===== src/rtl/core/fir_pkg.sv =====
package fir_pkg;

  localparam int TAPS       = 1024;
  localparam int TAP_W      = (TAPS > 1) ? $clog2(TAPS) : 1;
  localparam int FILL_W     = $clog2(TAPS + 1);
  localparam int IDX_W      = 10;
  localparam int SAMPLE_W   = 32;
  localparam int S_TDATA_W  = 48;
  localparam int M_TDATA_W  = 32;
  localparam int PROD_W     = 64;
  localparam int ACC_W      = 64;
  localparam int COEF_SHIFT = 30;

  localparam logic MODE_SAMPLE = 1'b0;
  localparam logic MODE_COEF   = 1'b1;

  localparam logic signed [ACC_W-1:0] SAT_MAX = 64'sh0000_0000_7fff_ffff;
  localparam logic signed [ACC_W-1:0] SAT_MIN = 64'shffff_ffff_8000_0000;

  typedef enum logic [1:0] {
    ST_IDLE,
    ST_RUN,
    ST_DRAIN,
    ST_DONE
  } fir_state_t;

  typedef struct packed {
    logic load_sample;
    logic load_coef;
    logic issue;
    logic load_out;
  } fir_cmd_t;

  typedef struct packed {
    logic last_tap;
    logic pipe_busy;
    logic out_free;
  } fir_status_t;

endpackage


===== src/rtl/core/fir_ctrl.sv =====
module fir_ctrl (
  input  logic                 clk,
  input  logic                 rst,
  input  logic                 s_tvalid,
  input  logic                 s_tuser,
  output logic                 s_tready,
  input  fir_pkg::fir_status_t status,
  output fir_pkg::fir_cmd_t    cmd
);
  import fir_pkg::*;

  fir_state_t state;
  fir_state_t state_next;
  logic       xfer;

  assign xfer = s_tvalid && s_tready;

  always_ff @(posedge clk) begin
    if (rst) begin
      state <= ST_IDLE;
    end else begin
      state <= state_next;
    end
  end

  always_comb begin
    state_next = state;
    unique case (state)
      ST_IDLE: begin
        if (s_tvalid && s_tuser == MODE_SAMPLE) begin
          state_next = ST_RUN;
        end
      end
      ST_RUN: begin
        if (status.last_tap) begin
          state_next = ST_DRAIN;
        end
      end
      ST_DRAIN: begin
        if (!status.pipe_busy) begin
          state_next = ST_DONE;
        end
      end
      ST_DONE: begin
        if (status.out_free) begin
          state_next = ST_IDLE;
        end
      end
      default: state_next = ST_IDLE;
    endcase
  end

  always_comb begin
    s_tready         = 1'b0;
    cmd.load_sample  = 1'b0;
    cmd.load_coef    = 1'b0;
    cmd.issue        = 1'b0;
    cmd.load_out     = 1'b0;
    unique case (state)
      ST_IDLE: begin
        s_tready        = 1'b1;
        cmd.load_sample = xfer && s_tuser == MODE_SAMPLE;
        cmd.load_coef   = xfer && s_tuser == MODE_COEF;
      end
      ST_RUN:   cmd.issue    = 1'b1;
      ST_DRAIN: cmd.issue    = 1'b0;
      ST_DONE:  cmd.load_out = status.out_free;
      default:  s_tready     = 1'b0;
    endcase
  end

endmodule


===== config.mk =====
export PLATFORM = sky130hd
export DESIGN_NAME = fir_ctrl
export DESIGN_NICKNAME = d
export VERILOG_FILES = /design/src/rtl/core/fir_pkg.sv /design/src/rtl/core/fir_ctrl.sv
export SDC_FILE = /design/constraint.sdc
export NUM_CORES = 1
export LEC_CHECK = 0
export BUFFER_PORTS_ARGS = -buffer_cell sky130_fd_sc_hd__buf_4
export CORE_AREA = 2 2 39 41
export CTS_BUF_LIST = sky130_fd_sc_hd__clkbuf_16
export DETAILED_ROUTE_END_ITERATION = 6
export DIE_AREA = 0 0 41 43
export HOLD_SLACK_MARGIN = 0.05
export PLACE_DENSITY = 0.41
export SLEW_MARGIN = 20
export SYNTH_ARGS = -nofsm -noshare
export SYNTH_HDL_FRONTEND = slang
export SYNTH_SLANG_ARGS = --single-unit

===== constraint.sdc =====
create_clock -name clk -period 2.6 [get_ports clk]
set_clock_uncertainty 0.2 [all_clocks]
set_input_delay 0.52 -clock clk [delete_from_list [all_inputs] [get_ports clk]]
set_output_delay 0.52 -clock clk [all_outputs]
set_load 0.01 [all_outputs]

# Yosys cells after proc, flatten, opt, wreduce, memory -nomap -nowiden

Cells that the tools add are included.

Flip-flop bits (word level): 2
Input bits: 7

Reduce and logical (&&, ||, !) cells: 6
Multiplexer cells: 9
Bitwise gates (word level): 1
Equality and inequality tests: 7

Operators by type and width:

| operator             | number |
|---|---|
| $mux W2              | 5 |
| $ne A2 B2 Y1 const B | 4 |
| $pmux W2 S4          | 1 |
| $eq A2 B2 Y1 const B | 2 |
| $logic_and A1 B1 Y1  | 4 |
| $reduce_and A4 Y1    | 1 |
| $mux W1              | 3 |
| $eq A2 B1 Y1 const B | 1 |
| $logic_not A2 Y1     | 1 |
| $not A1 Y1           | 1 |

# Depth between registers and ports, before layout

Gate-level depths: netlist (run 1).

Word-level depth: 5
Depth in mapped cells: 5
Mapped depth without buffers: 5

# Worst setup path after synthesis (run 1)

Ideal clock, no wire load.

Path kind: register -> register
From: reg state[1]
To: reg state[0]
Clock period less this slack: 1667 ps
Data required time: 2328 ps
Cell stages (with the launch flop): 6
Arrival: 1396 ps
Setup slack: 933 ps
Buffers on the path: 0
Cell sequence: dfxtp_1 -> inv_1 -> ha_1 -> and2b_2 -> a2111oi_4 -> mux2i_1

Longest elaborated chain between the ends: 3

RTL lines:

| what                                 | line           | source |
|---|---|---|
| start, declared                      | fir_ctrl.sv:12 | `fir_state_t state;` |
| start signal, assigned               | fir_ctrl.sv:22 | `state <= state_next;` |
| $eq A2 B1 Y1 (tied with other cells) | fir_ctrl.sv:28 | `unique case (state)` |
| $ne A2 B2 Y1 (no line)               | n/a            |  |
| $reduce_and A4 Y1 (no line)          | n/a            |  |

Parallel ways exist; a longest one is shown, timed or not.
A chain may end at the register's enable or synchronous reset.

==> results of run 1 <==
-- cell type report --
type	count	area, µm²	share of cell area
Inverter	2	7.507	0.01744
Timing Repair Buffer	11	82.58	0.1919
Clock buffer	3	75.07	0.1744
Tap cell	16	20.02	0.04651
Multi-Input combinational cell	20	205.2	0.4767
Sequential cell	2	40.04	0.09302
-- final timing paths --
check             startpoint        to
setup / recovery    state[0]    cmd[2]
hold / removal      state[1]  state[1]
setup reg to reg    state[1]  state[0]
hold reg to reg     state[1]  state[1]
-- layout by cell type, fill, tap and decap left out --
cell type   n
clkbuf_16   3
a2111oi_4   1
inv_1       2
buf_4      11
ha_1        5
and2_1      1
or2b_2      1
nand2b_1    1
and2b_2     1
o21bai_1    1
and2_2      1
nand2b_4    1
nor2b_4     1
and3_1      1
dfxtp_1     2
nand2_1     1
mux2i_1     2
nand2b_2    1
nor2_1      1
-- Yosys cell counts --
| library cell | count | area share |
|---|---|---|
| o21bai_1 | 1 | 0.030 |
| and2_1 | 1 | 0.025 |
| and2b_2 | 1 | 0.035 |
| mux2i_1 | 2 | 0.079 |
| nand2b_4 | 1 | 0.054 |
| nand2_1 | 1 | 0.015 |
| dfxtp_1 | 2 | 0.16 |
| nand2b_2 | 1 | 0.035 |
| nor2_1 | 1 | 0.015 |
| and3_1 | 1 | 0.025 |
| ha_1 | 5 | 0.25 |
| a2111oi_4 | 1 | 0.11 |
| and2_2 | 1 | 0.030 |
| nand2b_1 | 1 | 0.025 |
| or2b_2 | 1 | 0.035 |
| nor2b_4 | 1 | 0.054 |
| inv_1 | 2 | 0.030 |
-- worst max-delay path: cells and delay by family, from the launching register on --
kind                     cells  cell delay [ns]
adder cells (fa/ha/maj)      1             0.28
AND/OR/NAND/NOR              1             0.19
flip-flops                   1             0.37
buffers and inverters        2             0.24
-- power by group --
group / switching, mW / leakage [nW] / total [mW] / internal [mW]
sequential: 0.0141 / 0.0165 / 0.0577 / 0.0436
clock: 0.0344 / 0.0370 / 0.230 / 0.196
combinational: 0.0871 / 0.153 / 0.190 / 0.103
-- layer usage --
layer	track usage	routed length, µm
met2	0.1188	236
met4	0.1000	27
met5	0	0
met1	0.08254	194
met3	0.04712	67
-- per-stage QoR --
step | hold WS (ns) | cell area [µm²] | std cells
after floorplan | 0.2820 | 252.7 | 24
after global placement | 0.3064 | 355.3 | 51
after detailed placement | 0.3175 | 355.3 | 51
after CTS | 0.3211 | 430.4 | 54
after global routing | 0.3588 | 430.4 | 54
final | 0.3138 | 430.4 | 54
-- cell families after synthesis --
kind of cell,after synthesis
compound gates,2
buf+inv,2
flops,2
fa+ha+maj,5
simple gates,11
mux,2
==> flow_metrics.tcl, run 1 <==
set metrics [dict create \
    synth-compound-area-share 0.1386 \
    ys_seq_area_frac 0.1584 \
    cts_tree "done" \
    path_max_fanout 4 \
    cts.sinks 2 \
    leakage_nw 0.2067 \
    final_core_util 0.3110 \
    postCtsHoldBufs 0 \
    hold_violations 0 \
    numCtsBuffers 3 \
    finalCritPeriodShare 0.7720 \
    overflow 0 \
    drive_gt1_frac 0.5526 \
    drv_cap 0 \
    path_class "reg -> out" \
    synthCells 24 \
    largestRegisters "state: 2 flops" \
    postCtsSetupBuffers 0 \
    synth_cell_types 17 \
    io_pins 12 \
    whs_path_depth 2 \
    dr.pass1.iters 2 \
    cts_resized 0 \
    critPathRequiredTime_ns 1.88 \
    grt_pass1_wl_um 931 \
    clk_pin_slew_ns 0.03 \
    avgViaCountPerCell 4.019 \
    worstMarginPinSlew_ns 0.3420 \
    hold_class "reg -> reg" \
    rsz0062_at_grt "false" \
    synth_top_family_by_area "simple AND/OR/NAND/NOR gates" \
    p_per_area_nw_per_um2 1111 \
    slew_violations 0 \
    fp.coreArea_um2 1384 \
    synth-seq-cells 2 \
    die_w_um 41 \
    vdd_drop_max_v 0.0004026 \
    grt_pass1_vias 228 \
    setup_tns_ns 0 \
    track_usage 0.08800 \
    drt_wl_total_um 526 \
    drc 0 \
    ff2ff_path_depth 5 \
    synth_warnings 0 \
    root_buffer "clkbuf_16" \
    critPathCaptureType "output port" \
    relSlewSlack 0.7720 \
    drt-wirelength-per-cell_um 9.741 \
    io_buffers 11 \
    crit_slowest_cell "dfxtp_1" \
    largest_reg_flops 2 \
    antennaDiodeCount 0 \
    grt_max_degree 5 \
    pre_cts_ws_ns 0.7974 \
    period_minus_slack_ns 2.007 \
    synth-simple-area-share 0.3465 \
    area_delta_synth_final_pct 70.30 \
    die_h_um 43 \
    cp_cell_sequence "inv_1 -> ha_1 -> and3_1 -> buf_4" \
    muxShareOfSynthArea 0.07921 \
    clk_latency_ns 0.22 \
    initial_core_util 0.1826 \
    clockBufferDepth 2 \
    r2r_setup_slack_ns 0.83 \
    cp.arrival_ns 1.29 \
    synthAdderAreaFrac 0.2475 \
    syn_nets 36 \
    final-setup-viol-count 0 \
    place.gp.congestion 0.6725 \
    ctsHtreeMaxLevel 1 \
    avgSynthCellArea_um2 10.53 \
    worstSetupStartpointType "register" \
    p_total_mw 0.4780 \
    dieArea_um2 1763 \
    synth_xor_area_frac 0 \
    cpPeakStageDelay_ns 0.37 \
    rows 14 \
    ant_nets 0 \
    largest-register "state" \
    layout.nets 52 \
    fmax_ghz 0.4982 \
    hpwl_um 429.1 \
    vias 217 \
    syn-cell-area_um2 252.7 \
    setup_ws_ns 0.5929 \
    drt_iter0_drc 1 \
    status "finished, final reports clean" \
    fill_cells 153 \
    antenna_found_initial 0 \
]
Note: power is estimated with default switching activity, not from simulation.
==> run 2: changes to the inputs <==
==> constraint.sdc (replaced) <==
create_clock -name clk -period 1.9 [get_ports clk]
set_clock_uncertainty 0.2 [all_clocks]
set_input_delay 0.38 -clock clk [delete_from_list [all_inputs] [get_ports clk]]
set_output_delay 0.38 -clock clk [all_outputs]
set_load 0.01 [all_outputs]
==> run 2 against run 1 <==
Setup slack worse by 0.50 ns. Sequential share of layout area down 0.054 points. Clock power up 38%. Clock-buffer cell count unchanged. Sequential power up 38%. Total power up 38%. Wire length down 4.6%. Core utilization up 0.18 points. Global-route usage down 0.88 points. Register-to-register slack worse by 0.65 ns. Cell area up 0.58%.
==> flow_metrics.tcl, run 2 (synthesized netlist as in run 1, its figures left out) <==
set metrics [dict create \
    status "finished, final reports clean" \
    vdd_drop_max_v 0.0007866 \
    crit_slowest_cell "dfxtp_1" \
    drv_cap 0 \
    cp.buffers_inverters 2 \
    p_total_mw 0.6595 \
    drt-wirelength-per-cell_um 9.296 \
    hold_class "in -> reg" \
    die_w_um 41 \
    fp.coreArea_um2 1384 \
    r2r_setup_slack_ns 0.18 \
    path_max_fanout 4 \
    cts.sinks 2 \
    rsz0062_at_grt "false" \
    p_per_area_nw_per_um2 1523 \
    dieArea_um2 1763 \
    cp_cell_sequence "inv_1 -> ha_2 -> and3_1 -> buf_4" \
    final_common_cell "buf_4" \
    final-setup-viol-count 0 \
    clk_pin_slew_ns 0.03 \
    vias 204 \
    slew_violations 0 \
    worstMarginPinSlew_ns 0.3346 \
    drive_gt1_frac 0.5789 \
    drt_iter0_drc 0 \
    root_buffer "clkbuf_16" \
    numCtsBuffers 3 \
    cpPeakStageDelay_ns 0.38 \
    critPathCaptureType "output port" \
    cp.depth 4 \
    rows 14 \
    largest-register "state" \
    largestRegisters "state: 2 flops" \
    ff2ff_path_depth 5 \
    finalCritPeriodShare 0.9537 \
    avgViaCountPerCell 3.778 \
    drt_wl_total_um 502 \
    place.gp.congestion 0.6248 \
    area_delta_synth_final_pct 71.29 \
    fmax_ghz 0.5519 \
    clockBufferDepth 2 \
    critPathRequiredTime_ns 1.32 \
    r2r-start "state[1]" \
    ctsHtreeMaxLevel 1 \
    fill_cells 147 \
    hold_violations 0 \
    path_class "reg -> out" \
    grt_pass1_vias 232 \
    drc 0 \
    leakage_nw 0.2057 \
    postCtsHoldBufs 0 \
    cpLargestDelayFamily "flip-flops" \
    initial_core_util 0.1826 \
    whs_path_depth 3 \
    period_minus_slack_ns 1.812 \
    track_usage 0.07916 \
    setup_tns_ns 0 \
    ant_nets 0 \
    startpoint "state[0]" \
    grt_pass1_wl_um 862 \
    relSlewSlack 0.7770 \
    clk_latency_ns 0.22 \
    whs_ns 0.2504 \
    cts_tree "done" \
    hp-start "rst" \
    overflow 0 \
    cp.arrival_ns 1.23 \
    largest_reg_flops 2 \
    grt_max_degree 5 \
    dr.pass1.iters 1 \
    io_buffers 11 \
    layout.nets 52 \
    die_h_um 43 \
    antennaDiodeCount 0 \
    worstSetupStartpointType "register" \
    io_pins 12 \
    final_cell_mix "11 x buf_4, 4 x ha_1, 3 x clkbuf_16" \
    antenna_found_initial 0 \
]
-- run 2: worst paths after layout --
kind | endpoint
worst max-delay path | cmd[2]
worst min-delay path | state[0]
worst max register to register | state[0]
worst min register to register | state[1]
-- run 2: cell type report --
cell class,count,area [µm²],share of cell area
Inverter,2,7.507,0.01734
Timing Repair Buffer,11,82.58,0.1908
Sequential cell,2,40.04,0.09249
Clock buffer,3,75.07,0.1734
Multi-Input combinational cell,20,207.7,0.4798
Tap cell,16,20.02,0.04624
-- run 2: where the power goes --
| part | total (mW) | internal (mW) | switching (mW) |
|---|---|---|---|
| combinational | 0.262 | 0.145 | 0.117 |
| sequential | 0.0798 | 0.0596 | 0.0202 |
| clock | 0.318 | 0.268 | 0.0497 |
| total | 0.660 | 0.472 | 0.187 |
-- run 2: timing repair --
| item | 4_1_cts | 5_1_grt |
|---|---|---|
| setup buffers | 0 | 0 |
| setup endpoints to repair | 0 | 1 |
| resized for setup | 0 | 1 |
| endpoints found under the hold margin | 0 | 0 |
-- run 2: worst register-to-register path, cell delays in order (launching register included) --
cell and delay [ns]:
dfxtp_1 0.38, inv_1 0.10, ha_1 0.20, and2b_2 0.21, a2111oi_4 0.34, mux2i_1 0.22
-- run 2: per-stage QoR --
stage | instance area [µm²] | setup WS [ns] | cells | util
floorplan | 252.7 | 0.2328 | 24 | -
global placement | 355.3 | 0.2059 | 51 | 0.2568
global route | 432.9 | 0.01697 | 54 | 0.3128
CTS | 430.4 | 0.02157 | 54 | 0.3110
detailed placement | 355.3 | 0.1664 | 51 | 0.2568
finish | 432.9 | 0.08800 | 54 | 0.3128
-- run 2: routing by layer --
metal / up-vias / GRT usage / part of all wire
met5: - / 0 / 0
met4: 0 / 0.1000 / 0.030
met3: 2 / 0.03141 / 0.11
met2: 12 / 0.1094 / 0.42
met1: 84 / 0.07348 / 0.44
li1: 106 / - / -
==> run 3: changes to the inputs <==
--- a/config.mk
+++ b/config.mk
@@ -5,13 +5,12 @@
 export SDC_FILE = /design/constraint.sdc
 export NUM_CORES = 1
 export LEC_CHECK = 0
-export BUFFER_PORTS_ARGS = -buffer_cell sky130_fd_sc_hd__buf_4
 export CORE_AREA = 2 2 39 41
-export CTS_BUF_LIST = sky130_fd_sc_hd__clkbuf_16
 export DETAILED_ROUTE_END_ITERATION = 6
 export DIE_AREA = 0 0 41 43
+export DONT_BUFFER_PORTS = 1
 export HOLD_SLACK_MARGIN = 0.05
-export PLACE_DENSITY = 0.41
+export PLACE_DENSITY = 0.33
 export SLEW_MARGIN = 20
 export SYNTH_ARGS = -nofsm -noshare
 export SYNTH_HDL_FRONTEND = slang
==> run 3 against run 2 <==
Critical path depth stayed put. Clock-buffer cell count unchanged. Sequential share of layout area up 3.9 points. Worst hold slack worse by 0.11 ns. Wire length fell by 15%. Die area unchanged. Non-clock buffer count down 10. Via count shrank 15%. First-iteration DRC count is the same. Setup slack better by 0.058 ns. Clock power shrank 71%.
==> flow_metrics.tcl, run 3 (synthesized netlist as in run 1, its figures left out) <==
set metrics [dict create \
    final-setup-viol-count 0 \
    area_delta_synth_final_pct 20.79 \
    final_cell_mix "4 x ha_1, 3 x clkbuf_4, 2 x inv_1, 2 x mux2i_1, 2 x dfxtp_1" \
    drt_iter0_drc 0 \
    die_w_um 41 \
    grt_pass1_vias 171 \
    leakage_nw 0.1334 \
    path_class "reg -> out" \
    relSlewSlack 0.7743 \
    power.share.clock 0.237 \
    cts.sinks 2 \
    track_usage 0.06613 \
    r2r-start "state[1]" \
    holdPathEnd "state[0]" \
    critPathRequiredTime_ns 1.32 \
    layout.cells.non_filler 44 \
    finalCritPeriodShare 0.9231 \
    fmax_ghz 0.5702 \
    clockBufferDepth 2 \
    status "finished, final reports clean" \
    antenna_found_initial 0 \
    grt_max_degree 5 \
    drt-wirelength-per-cell_um 9.750 \
    sequentialPowerShare 0.185 \
    rows 14 \
    pwr-share-comb 0.578 \
    hold_violations 0 \
    clk_pin_slew_ns 0.03 \
    drv_cap 0 \
    vdd_drop_max_v 0.0003076 \
    critPathCaptureType "output port" \
    avgViaCountPerCell 3.932 \
    path_max_fanout 4 \
    largest_reg_flops 2 \
    placed_cells 41 \
    layout.nets 42 \
    whs_path_depth 2 \
    cp.arrival_ns 1.17 \
    numCtsBuffers 3 \
    grt_pass1_wl_um 703 \
    ctsHtreeMaxLevel 1 \
    largestRegisters "state: 2 flops" \
    worstMarginPinSlew_ns 0.3386 \
    clk_latency_ns 0.22 \
    ff2ff_path_depth 5 \
    p_switching_mw 0.1488 \
    postCtsHoldBufs 0 \
    initial_core_util 0.1826 \
    vias 173 \
    largest-register "state" \
    slew_violations 0 \
    place.gp.congestion 0.7128 \
    setup_tns_ns 0 \
    final_common_cell "ha_1" \
    rr_endpoint "state[1]" \
    io_buffers 0 \
    p_per_area_nw_per_um2 1279 \
    intPower_mw 0.2417 \
    rsz0062_at_grt "false" \
    overflow 0 \
    drt_wl_total_um 429 \
    ant_nets 0 \
    antennaDiodeCount 0 \
    p_total_mw 0.3905 \
    period_minus_slack_ns 1.754 \
    hold_class "in -> reg" \
    drive_gt1_frac 0.4286 \
    hp-start "rst" \
    fp.coreArea_um2 1384 \
    dr.pass1.iters 1 \
    worstSetupStartpointType "register" \
    r2r_setup_slack_ns 0.22 \
    io_pins 12 \
    dieArea_um2 1763 \
    root_buffer "clkbuf_4" \
    die_h_um 43 \
    cts_tree "done" \
    switching_share 0.3811 \
    drc 0 \
]
==> run 3: cell count changes in the layout (fill, tap and decap cells not counted) <==
| cell | delta |
|---|---|
| buf_4 | -10 |
| clkbuf_16 | -3 |
| clkbuf_4 | +3 |
==> run 3: how the worst max path moves through the flow <==
stage | cells past startpoint | slack, ns | endpoint | start
final | 4 | 0.15 | cmd[3] | state[0]
after detailed placement | 5 | 0.19 | state[0] | state[1]
after floorplan | 5 | 0.23 | state[0] | state[1]
after global routing | 4 | 0.005 | cmd[3] | state[0]
after CTS | 4 | 0.05 | cmd[3] | state[0]
after global placement | 5 | 0.22 | state[0] | state[1]
==> run 3: power groups by stage <==
stage                     clock [mW]  sequential (mW)  combinational (mW)
after floorplan                    0           0.0746               0.181
after global placement             0           0.0732               0.229
after detailed placement           0           0.0736               0.227
after CTS                      0.100           0.0730               0.227
final                         0.0925           0.0723               0.226
after global routing           0.106           0.0769               0.261
==> run 3: area by class of cell <==
class / count / area [µm²]
fill: 153 / 1079
multi-input combinational: 20 / 207.7
sequential: 2 / 40.04
clock buffer: 3 / 22.52
tap: 16 / 20.02
timing repair buffer: 1 / 7.507
inverter: 2 / 7.507
==> run 3: routing by layer <==
metal | track usage | routed length [µm] | up-vias
li1 | - | - | 86
met1 | 0.06390 | 146 | 80
met2 | 0.08438 | 254 | 7
met3 | 0.03665 | 28 | 0
met4 | 0.08000 | 0 | 0
met5 | 0 | 0 | -
==> run 3: what timing repair did <==
| action | CTS | global route |
|---|---|---|
| gates resized for setup | 0 | 1 |
| buffers inserted | 0 | 0 |
| setup endpoints to repair | 0 | 2 |
| hold endpoints to repair | 0 | 0 |
==> run 3: stage by stage <==
| stage | hold slack (ns) | util | setup slack, ns | instance area, µm² |
|---|---|---|---|---|
| floorplan | 0.2820 | - | 0.2328 | 252.7 |
| global placement | 0.3681 | 0.2025 | 0.2169 | 280.3 |
| detailed placement | 0.3790 | 0.2025 | 0.1931 | 280.3 |
| CTS | 0.1389 | 0.2188 | 0.05294 | 302.8 |
| global route | 0.1460 | 0.2206 | 0.004982 | 305.3 |
| finish | 0.1431 | 0.2206 | 0.1462 | 305.3 |
==> run 3: worst max-delay path, stage by stage (launching register included) <==
cell and delay (ns):
dfxtp_1 0.33, inv_1 0.11, ha_2 0.26, nand2_1 0.06, nor2_1 0.18
